$ cat config.mk
export PLATFORM = sky130hd
export DESIGN_NAME = i2c_snoop_bit_patcher
export DESIGN_NICKNAME = d
export VERILOG_FILES = /design/src/rtl/core/i2csbp_pkg.sv /design/src/rtl/core/i2csbp_core.sv /design/src/rtl/core/i2c_snoop_bit_patcher.sv
export VERILOG_INCLUDE_DIRS = /design/src /design/src/rtl/core
export SDC_FILE = /design/constraint.sdc
export NUM_CORES = 1
export LEC_CHECK = 0
export BUFFER_PORTS_ARGS = -buffer_cell sky130_fd_sc_hd__buf_4
export CAP_MARGIN = 20
export CORE_MARGIN = 10
export CORE_UTILIZATION = 60
export CTS_CLUSTER_DIAMETER = 80
export DETAILED_ROUTE_END_ITERATION = 10
export PLACE_DENSITY = 0.8
export SLEW_MARGIN = 25
export SYNTH_ARGS = -nofsm -noshare
export SYNTH_HDL_FRONTEND = slang
export SYNTH_SLANG_ARGS = --single-unit
$ cat constraint.sdc
create_clock -name clk -period 4.17 [get_ports clk]
set_input_delay 0 -clock clk [delete_from_list [all_inputs] [get_ports clk]]
set_output_delay 0 -clock clk [all_outputs]
set_load 0.01 [all_outputs]
$ cat src/rtl/core/i2c_snoop_bit_patcher_macros.svh
// Assertion helpers shared by the snoop patcher RTL.
// Each macro expects clk and rst_n in scope.
`ifndef I2C_SNOOP_BIT_PATCHER_MACROS_SVH
`define I2C_SNOOP_BIT_PATCHER_MACROS_SVH

// Same-cycle implication, disabled while in reset
`define I2CSBP_ASSERT_NOW(lbl, ante, cons, msg) \
    lbl: assert property (@(posedge clk) disable iff (!rst_n) (ante) |-> (cons)) \
        else $error(msg);

// Next-cycle implication, disabled while in reset
`define I2CSBP_ASSERT_NEXT(lbl, ante, cons, msg) \
    lbl: assert property (@(posedge clk) disable iff (!rst_n) (ante) |=> (cons)) \
        else $error(msg);

`endif

$ cat src/rtl/core/i2csbp_pkg.sv
package i2csbp_pkg;

    // Default pattern lengths
    localparam int MATCH_BITS_DEF    = 19;
    localparam int OVERRIDE_BITS_DEF = 5;

    // Lockout counter width
    localparam int LOCKOUT_W = 22;

    // Register reset values (trimmed to the pattern length where used)
    localparam logic [31:0]          MATCH_RESET    = 32'd287104;
    localparam logic [7:0]           OVERRIDE_RESET = 8'd30;
    localparam logic [LOCKOUT_W-1:0] LOCKOUT_RESET  = 22'd2880000;

    // Configuration register indexes
    localparam int          CFG_IDX_W    = 2;
    localparam logic [1:0]  REG_MATCH    = 2'd0;
    localparam logic [1:0]  REG_OVERRIDE = 2'd1;
    localparam logic [1:0]  REG_LOCKOUT  = 2'd2;

    // Snoop sequencer phases
    typedef enum logic [1:0] {
        PH_IDLE  = 2'd0,
        PH_MATCH = 2'd1,
        PH_ARM   = 2'd2,
        PH_DRIVE = 2'd3
    } phase_t;

    // One pin sample
    typedef struct packed {
        logic scl_in;
        logic sda_in;
        logic button_n;
    } i2csbp_in_t;

    // One result
    typedef struct packed {
        logic sda_drive_enable;
        logic sda_drive_level;
        logic enabled;
        logic patch_done;
    } i2csbp_out_t;

endpackage

$ cat src/rtl/core/i2csbp_core.sv
`include "i2c_snoop_bit_patcher_macros.svh"

module i2csbp_core
    import i2csbp_pkg::*;
#(
    parameter int MATCH_BITS    = MATCH_BITS_DEF,
    parameter int OVERRIDE_BITS = OVERRIDE_BITS_DEF
)
(
    input  logic                     clk,
    input  logic                     rst_n,
    input  logic                     step,
    input  i2csbp_in_t               item,
    input  logic [MATCH_BITS-1:0]    match_pattern,
    input  logic [OVERRIDE_BITS-1:0] override_pattern,
    input  logic [LOCKOUT_W-1:0]     lockout_ticks,
    output i2csbp_out_t              result
);

    localparam int CNT_MAX = (MATCH_BITS > OVERRIDE_BITS) ? MATCH_BITS : OVERRIDE_BITS;
    localparam int CNT_W   = $clog2(CNT_MAX + 1);
    localparam int MATCH_IDX_W = (MATCH_BITS > 1) ? $clog2(MATCH_BITS) : 1;
    localparam int OVR_IDX_W   = (OVERRIDE_BITS > 1) ? $clog2(OVERRIDE_BITS) : 1;

    logic                     en_reg, en_next;
    logic                     prev_scl_reg, prev_sda_reg;
    phase_t                   phase_reg, phase_next;
    logic [CNT_W-1:0]         cnt_reg, cnt_next;
    logic [LOCKOUT_W-1:0]     lockout_reg, lockout_next;
    logic                     drive_on_reg, drive_on_next;
    logic                     drive_lvl_reg, drive_lvl_next;
    logic [MATCH_IDX_W-1:0]   match_idx;
    logic [OVR_IDX_W-1:0]     ovr_idx;
    logic                     done_next;

    logic rise, fall, start, match_last, match_bad, ovr_end, ovr_check, rb_bad;

    // Decode bus events from the previous and current samples
    always_comb
    begin
        rise       = !prev_scl_reg && item.scl_in;
        fall       = prev_scl_reg && !item.scl_in;
        start      = en_next && prev_sda_reg && !item.sda_in && item.scl_in;
        match_idx  = MATCH_IDX_W'(CNT_W'(MATCH_BITS - 1) - cnt_reg);
        ovr_idx    = OVR_IDX_W'(CNT_W'(OVERRIDE_BITS - 1) - cnt_reg);
        match_last = (cnt_reg == CNT_W'(MATCH_BITS - 1));
        match_bad  = (item.sda_in != match_pattern[match_idx]);
        ovr_end    = (cnt_reg >= CNT_W'(OVERRIDE_BITS));
        ovr_check  = (cnt_reg < CNT_W'(OVERRIDE_BITS - 1));
        rb_bad     = (item.sda_in != drive_lvl_reg);
    end

    // Button lockout: count down, else toggle snoop mode on a press while idle
    always_comb
    begin
        en_next      = en_reg;
        lockout_next = lockout_reg;
        if (lockout_reg != '0)
        begin
            lockout_next = lockout_reg - 1'b1;
        end
        else if (phase_reg == PH_IDLE && !item.button_n)
        begin
            en_next      = !en_reg;
            lockout_next = lockout_ticks;
        end
    end

    // Phase sequencing
    always_comb
    begin
        phase_next = phase_reg;
        unique case (phase_reg)
            PH_IDLE:
            begin
                if (start)
                    phase_next = PH_MATCH;
            end
            PH_MATCH:
            begin
                if (rise && match_bad)
                    phase_next = PH_IDLE;
                else if (rise && match_last)
                    phase_next = PH_ARM;
            end
            PH_ARM:
            begin
                if (fall)
                    phase_next = ovr_end ? PH_IDLE : PH_DRIVE;
            end
            PH_DRIVE:
            begin
                if (rise)
                    phase_next = (ovr_check && rb_bad) ? PH_IDLE : PH_ARM;
            end
            default:
            begin
                phase_next = PH_IDLE;
            end
        endcase
    end

    // Bit counter and SDA drive
    always_comb
    begin
        cnt_next       = cnt_reg;
        drive_on_next  = drive_on_reg;
        drive_lvl_next = drive_lvl_reg;
        done_next      = 1'b0;
        unique case (phase_reg)
            PH_IDLE:
            begin
                if (start)
                begin
                    cnt_next = '0;
                end
            end
            PH_MATCH:
            begin
                if (rise)
                begin
                    if (match_bad || match_last)
                    begin
                        cnt_next = '0;
                    end
                    else
                    begin
                        cnt_next = cnt_reg + 1'b1;
                    end
                end
            end
            PH_ARM:
            begin
                if (fall)
                begin
                    if (ovr_end)
                    begin
                        drive_on_next  = 1'b0;
                        drive_lvl_next = 1'b0;
                        cnt_next       = '0;
                        done_next      = 1'b1;
                    end
                    else
                    begin
                        drive_on_next  = 1'b1;
                        drive_lvl_next = override_pattern[ovr_idx];
                    end
                end
            end
            PH_DRIVE:
            begin
                if (rise)
                begin
                    // Release at once when the read-back of any driven bit but the last disagrees
                    if (ovr_check && rb_bad)
                    begin
                        drive_on_next  = 1'b0;
                        drive_lvl_next = 1'b0;
                        cnt_next       = '0;
                    end
                    else
                    begin
                        cnt_next = cnt_reg + 1'b1;
                    end
                end
            end
            default:
            begin
                drive_on_next = 1'b0;
            end
        endcase
    end

    // Result for this sample, taken from the updated state
    always_comb
    begin
        result.sda_drive_enable = drive_on_next;
        result.sda_drive_level  = drive_on_next & drive_lvl_next;
        result.enabled          = en_next;
        result.patch_done       = done_next;
    end

    // Control state
    always_ff @(posedge clk or negedge rst_n)
    begin
        if (!rst_n)
        begin
            en_reg        <= 1'b0;
            prev_scl_reg  <= 1'b1;
            prev_sda_reg  <= 1'b1;
            phase_reg     <= PH_IDLE;
            cnt_reg       <= '0;
            lockout_reg   <= '0;
            drive_on_reg  <= 1'b0;
            drive_lvl_reg <= 1'b0;
        end
        else if (step)
        begin
            en_reg        <= en_next;
            prev_scl_reg  <= item.scl_in;
            prev_sda_reg  <= item.sda_in;
            phase_reg     <= phase_next;
            cnt_reg       <= cnt_next;
            lockout_reg   <= lockout_next;
            drive_on_reg  <= drive_on_next;
            drive_lvl_reg <= drive_lvl_next;
        end
    end

    `I2CSBP_ASSERT_NOW(a_drive_only_when_patching, drive_on_reg,
        (phase_reg == PH_ARM || phase_reg == PH_DRIVE), "SDA driven outside override")
    `I2CSBP_ASSERT_NOW(a_match_count_range, phase_reg == PH_MATCH,
        cnt_reg <= CNT_W'(MATCH_BITS - 1), "match bit count out of range")
    `I2CSBP_ASSERT_NEXT(a_lockout_holds_mode, lockout_reg != '0,
        $stable(en_reg), "snoop mode changed during button lockout")

endmodule

$ cat src/rtl/core/i2c_snoop_bit_patcher.sv
// Channel | Direction | Handshake           | Payload
// in      | input     | in_valid/in_ready   | in_data   : scl_in, sda_in, button_n
// out     | output    | out_valid/out_ready | out_data  : drive enable/level, enabled, done
// cfg     | input     | cfg_valid/cfg_ready | cfg_index, cfg_data
//
// Each sample is processed combinationally and its result appears in the output
// register on the following cycle; one sample per cycle is sustained while out_ready is high.
// The output register is the only buffer: a new sample is taken while the
// held result is being taken, and input stalls only while out_ready is low.
// Reset leaves snoop mode off, SDA released and patterns at their defaults.
// Configuration writes are always taken; unknown indexes are ignored.
`include "i2c_snoop_bit_patcher_macros.svh"

module i2c_snoop_bit_patcher
    import i2csbp_pkg::*;
#(
    parameter int MATCH_BITS    = MATCH_BITS_DEF,
    parameter int OVERRIDE_BITS = OVERRIDE_BITS_DEF,
    localparam int CFG_W        = (MATCH_BITS > LOCKOUT_W) ? MATCH_BITS : LOCKOUT_W
)
(
    input  logic                 clk,
    input  logic                 rst_n,
    input  logic                 in_valid,
    output logic                 in_ready,
    input  i2csbp_in_t           in_data,
    output logic                 out_valid,
    input  logic                 out_ready,
    output i2csbp_out_t          out_data,
    input  logic                 cfg_valid,
    output logic                 cfg_ready,
    input  logic [CFG_IDX_W-1:0] cfg_index,
    input  logic [CFG_W-1:0]     cfg_data
);

    logic [MATCH_BITS-1:0]    match_reg, match_next;
    logic [OVERRIDE_BITS-1:0] override_reg, override_next;
    logic [LOCKOUT_W-1:0]     lockout_reg, lockout_next;
    logic                     out_valid_reg, out_valid_next;
    i2csbp_out_t              out_data_reg;
    i2csbp_out_t              result;
    logic                     step;
    logic                     cfg_we;

    // Handshakes
    assign cfg_ready = 1'b1;
    assign cfg_we    = cfg_valid && cfg_ready;
    assign in_ready  = !out_valid_reg || out_ready;
    assign step      = in_valid && in_ready;

    // Configuration register decode
    always_comb
    begin
        match_next    = match_reg;
        override_next = override_reg;
        lockout_next  = lockout_reg;
        if (cfg_we)
        begin
            unique case (cfg_index)
                REG_MATCH:    match_next    = cfg_data[MATCH_BITS-1:0];
                REG_OVERRIDE: override_next = cfg_data[OVERRIDE_BITS-1:0];
                REG_LOCKOUT:  lockout_next  = cfg_data[LOCKOUT_W-1:0];
                default:      ;
            endcase
        end
    end

    always_ff @(posedge clk or negedge rst_n)
    begin
        if (!rst_n)
        begin
            match_reg    <= MATCH_RESET[MATCH_BITS-1:0];
            override_reg <= OVERRIDE_RESET[OVERRIDE_BITS-1:0];
            lockout_reg  <= LOCKOUT_RESET;
        end
        else
        begin
            match_reg    <= match_next;
            override_reg <= override_next;
            lockout_reg  <= lockout_next;
        end
    end

    // Snoop sequencer
    i2csbp_core #(
        .MATCH_BITS    (MATCH_BITS),
        .OVERRIDE_BITS (OVERRIDE_BITS)
    ) u_core (
        .clk              (clk),
        .rst_n            (rst_n),
        .step             (step),
        .item             (in_data),
        .match_pattern    (match_reg),
        .override_pattern (override_reg),
        .lockout_ticks    (lockout_reg),
        .result           (result)
    );

    // Output register: load on each accepted transaction, hold while stalled
    assign out_valid_next = step || (out_valid_reg && !out_ready);

    always_ff @(posedge clk or negedge rst_n)
    begin
        if (!rst_n)
            out_valid_reg <= 1'b0;
        else
            out_valid_reg <= out_valid_next;
    end

    always_ff @(posedge clk)
    begin
        if (step)
            out_data_reg <= result;
    end

    assign out_valid = out_valid_reg;
    assign out_data  = out_data_reg;

    `I2CSBP_ASSERT_NOW(a_done_releases, out_valid_reg && out_data_reg.patch_done,
        !out_data_reg.sda_drive_enable, "patch_done with SDA still driven")
    `I2CSBP_ASSERT_NOW(a_level_needs_enable, out_valid_reg && out_data_reg.sda_drive_level,
        out_data_reg.sda_drive_enable, "drive level set while SDA released")
    `I2CSBP_ASSERT_NEXT(a_accept_gives_result, step,
        out_valid_reg, "accepted transaction produced no result")

endmodule

==> results.json <==
{
  "avgViaCountPerCell": 6.183,
  "cts_setup_buffers": 0,
  "p_switching_uw": 1025,
  "yosysTopAreaCellShare_pct": 32.40,
  "synth-xor-area-share_pct": 1.673,
  "timing.fmax_ghz": 0.3325,
  "seq_area_frac_synth_pct": 46.11,
  "avgSynthCellArea_um2": 10.59,
  "dp_hpwl_mm": 7.531,
  "cts_inserted_buffers": 9,
  "synth_ff_type": "dfrtp_1",
  "vias": 3741,
  "synth_compound_area_share_pct": 14.56,
  "crit_fanout": 12,
  "critical_path_class": "reg -> reg",
  "p_leak_uw": 0.002300,
  "hold_viol_final": 0,
  "yosys.area_share.simple_pct": 15.70,
  "cap_violations": 0,
  "critPathSlowestCell": "ha_1",
  "clkTransAtPathRegs_ns": 0.08,
  "syn_nets": 484,
  "clkSinkCount": 85,
  "setup_viol": 0,
  "startpoint_type": "flip-flop",
  "synth_fa_ha_area_share_pct": 1.859,
  "die-area_um2": 11800,
  "start_util_pct": 61.28,
  "synth_area_um2": 4711,
  "hold_path_class": "in -> reg",
  "synthMuxAreaShare_pct": 15.86,
  "cts_max_level": 3,
  "pwr-share-clk_pct": 19.3,
  "power_frac_comb_pct": 35.4,
  "core_um2": 7687,
  "min_period_ns": 3.008,
  "firstDrtPassIters": 5,
  "p_per_area_nw_per_um2": 516.7,
  "internal_power_uw": 1808,
  "drt_iter0_markers": 324,
  "yosys.area.top_type": "dfrtp_1",
  "cpPeakStageDelay_ns": 0.58,
  "fin_crit_sh_pct": 72.12,
  "synth-edff-count": 4,
  "num_rows": 32,
  "port_buffers": 37,
  "fillers": 574,
  "grt_pass1_wl_mm": 18.23,
  "worst-endpoint-required_ns": 4.39,
  "pre_cts_ws_ns": 1.212,
  "grt_max_degree": 82,
  "groute.usage.overall_pct": 19.31,
  "synth_most_common_cell": "dfrtp_1",
  "netSwitchingFraction_pct": 36.19,
  "routed_wl_mm": 10.87,
  "ys_warn_count": 0,
  "cts_tree": "built",
  "fin_nets": 538,
  "antenna_found_initial": 0,
  "die_x_um": 108.6,
  "crit_path_end_kind": "flip-flop",
  "gp_congestion": 0.8907,
  "hold_slack_ns": 0.2131,
  "syn2layout_area_growth_pct": 16.39,
  "ir_drop_mv": 0.2419,
  "crit_family": "compound AO/OA/AOI/OAI gates",
  "antenna_cells": 0,
  "finClkSkew_ns": 0.009757,
  "critPathArrivalTime_ns": 3.23,
  "tightest_slew_ns": 0.7897,
  "placed_area_um2": 5022,
  "synthArstFlopShare_pct": 95.29,
  "route.detailed.drc": 0,
  "worst-path-buf-inv": 1,
  "cp_cell_sequence": "inv_1, ha_1, mux2_2, nor4b_2, o311a_1, a2111oi_4, a211oi_2, a21oi_1",
  "clkLatencyLatePin_ns": 0.35,
  "cts_root_buf": "clkbuf_8",
  "ys_top_cells_by_area": "dfrtp_1 (32%), mux2_2 (11%), dfstp_2 (11%)",
  "synth_top_family_by_area": "multiplexers",
  "ys_top_cells_by_count": "dfrtp_1 (61), a21oi_1 (53), mux2_2 (47), nand2_1 (28), o21ai_0 (26)",
  "wl_per_cell_um": 17.96,
  "drive_above_1_share_pct": 29.22,
  "rsz0062_at_grt": "no",
  "ant_nets": 0,
  "synth-seq-cells": 85,
  "dieHeight_um": 108.6,
  "ios": 39,
  "ys_types": 63,
  "grt-ovfl-total": 0,
  "slew_viol_final": 0,
  "first_global_vias": 3670,
  "status": "completed",
  "layout_setup_ws_ns": 1.162,
  "max-slew-margin-rel_pct": 47.00,
  "finalSetupTns_ns": 0,
  "cts_buffer_depth": 2,
  "sequentialPowerShare_pct": 45.3,
  "syn_inst": 445,
  "fin_area_um2": 5483
}
==> final timing paths <==
check | startpoint | endpoint | slack, ns | depth (start not counted)
max | u_core.cnt_reg[1]$_DFFE_PN0P_ | u_core.cnt_reg[1]$_DFFE_PN0P_ | 1.16 | 8
min | out_ready | u_core.prev_scl_reg$_DFFE_PN1P_ | 0.21 | 5
max reg2reg | u_core.cnt_reg[1]$_DFFE_PN0P_ | u_core.cnt_reg[1]$_DFFE_PN0P_ | 1.16 | 8
min reg2reg | u_core.prev_sda_reg$_DFFE_PN1P_ | u_core.prev_sda_reg$_DFFE_PN1P_ | 0.47 | 2
max in group asynchronous | rst_n | u_core.cnt_reg[1]$_DFFE_PN0P_ | 3.41 | 2
min in group asynchronous | rst_n | lockout_reg[6]$_DFFE_PN0P_ | 0.23 | 2
==> tightest hold or removal path: cells and delay by family <==
family / cells / cell delay, ns
AND/OR/NAND/NOR: 4 / 0.50
buffers and inverters: 1 / 0.07
==> through the flow <==
stage / power (uW) / cells / utilization, %
6_report: 2833 / 605 / 71.32
5_1_grt: 3011 / 605 / 71.32
4_1_cts: 2827 / 604 / 71.13
3_5_place_dp: 2256 / 562 / 65.33
3_3_place_gp: 2206 / 562 / 65.33
2_1_floorplan: 2020 / 445 / -
==> cell families after synthesis <==
logic type / after synthesis
fa+ha+maj: 7
compound gates: 112
flops: 85
other cells: 1
buf+inv: 44
xor+xnor: 9
simple gates: 127
mux: 60
==> area by class of cell <==
cell class,instances,area [um^2],area share [%]
inverter,18,67.56,1.232
timing repair buffer,69,593.1,10.82
clock inverter,3,40.04,0.7303
tap,102,127.6,2.328
multi-input combinational,316,2347,42.81
sequential,85,2172,39.62
clock buffer,12,135.1,2.465
==> layer usage <==
layer	wire, um	vias to the layer above	share of wire [%]	global-route usage, %
li1	-	1734	-	-
met1	4743	1864	44	26.13
met2	5218	125	48	30.13
met3	688	18	6.3	3.272
met4	216	0	2.0	7.910
met5	0	-	0	0
==> repair_timing <==
action,CTS,global route
hold buffers,27,0
endpoints found under the setup margin,0,0
gates resized for setup,0,0
hold endpoints to repair,110,0
==> placed cells by master, fill, tap and decap left out, drive strengths merged, types with 4 or more instances in the layout <==
cell type    synthesis  routed
or3                  4       4
nand3b               5       5
or2                  6       6
nand4                7       7
dfstp               20      20
nand2               28      28
nor4                 9       9
mux2                47      47
a211o                4       4
and3                 4       4
clkbuf               9      12
buf                 17      42
edfxtp               4       4
o22ai                4       4
o31ai                7       7
ha                   7       7
dlygate4sd3          0      27
mux2i                6       6
dfrtp               61      61
nand2b               8       8
nor3                 8       8
o21ai               29      29
a21oi               54      54
xnor2                6       6
nor2                22      22
inv                 18      18
nand3               11      11
mux4                 7       7
==> power by group through the flow <==
stage               Sequential (uW)  Clock [uW]  Combinational, uW
finish                         1280         548               1000
global route                   1310         587               1110
CTS                            1280         559                991
detailed placement             1290           0                965
global placement               1280           0                930
floorplan                      1190           0                835
Note: power is estimated with default switching activity, not from simulation.
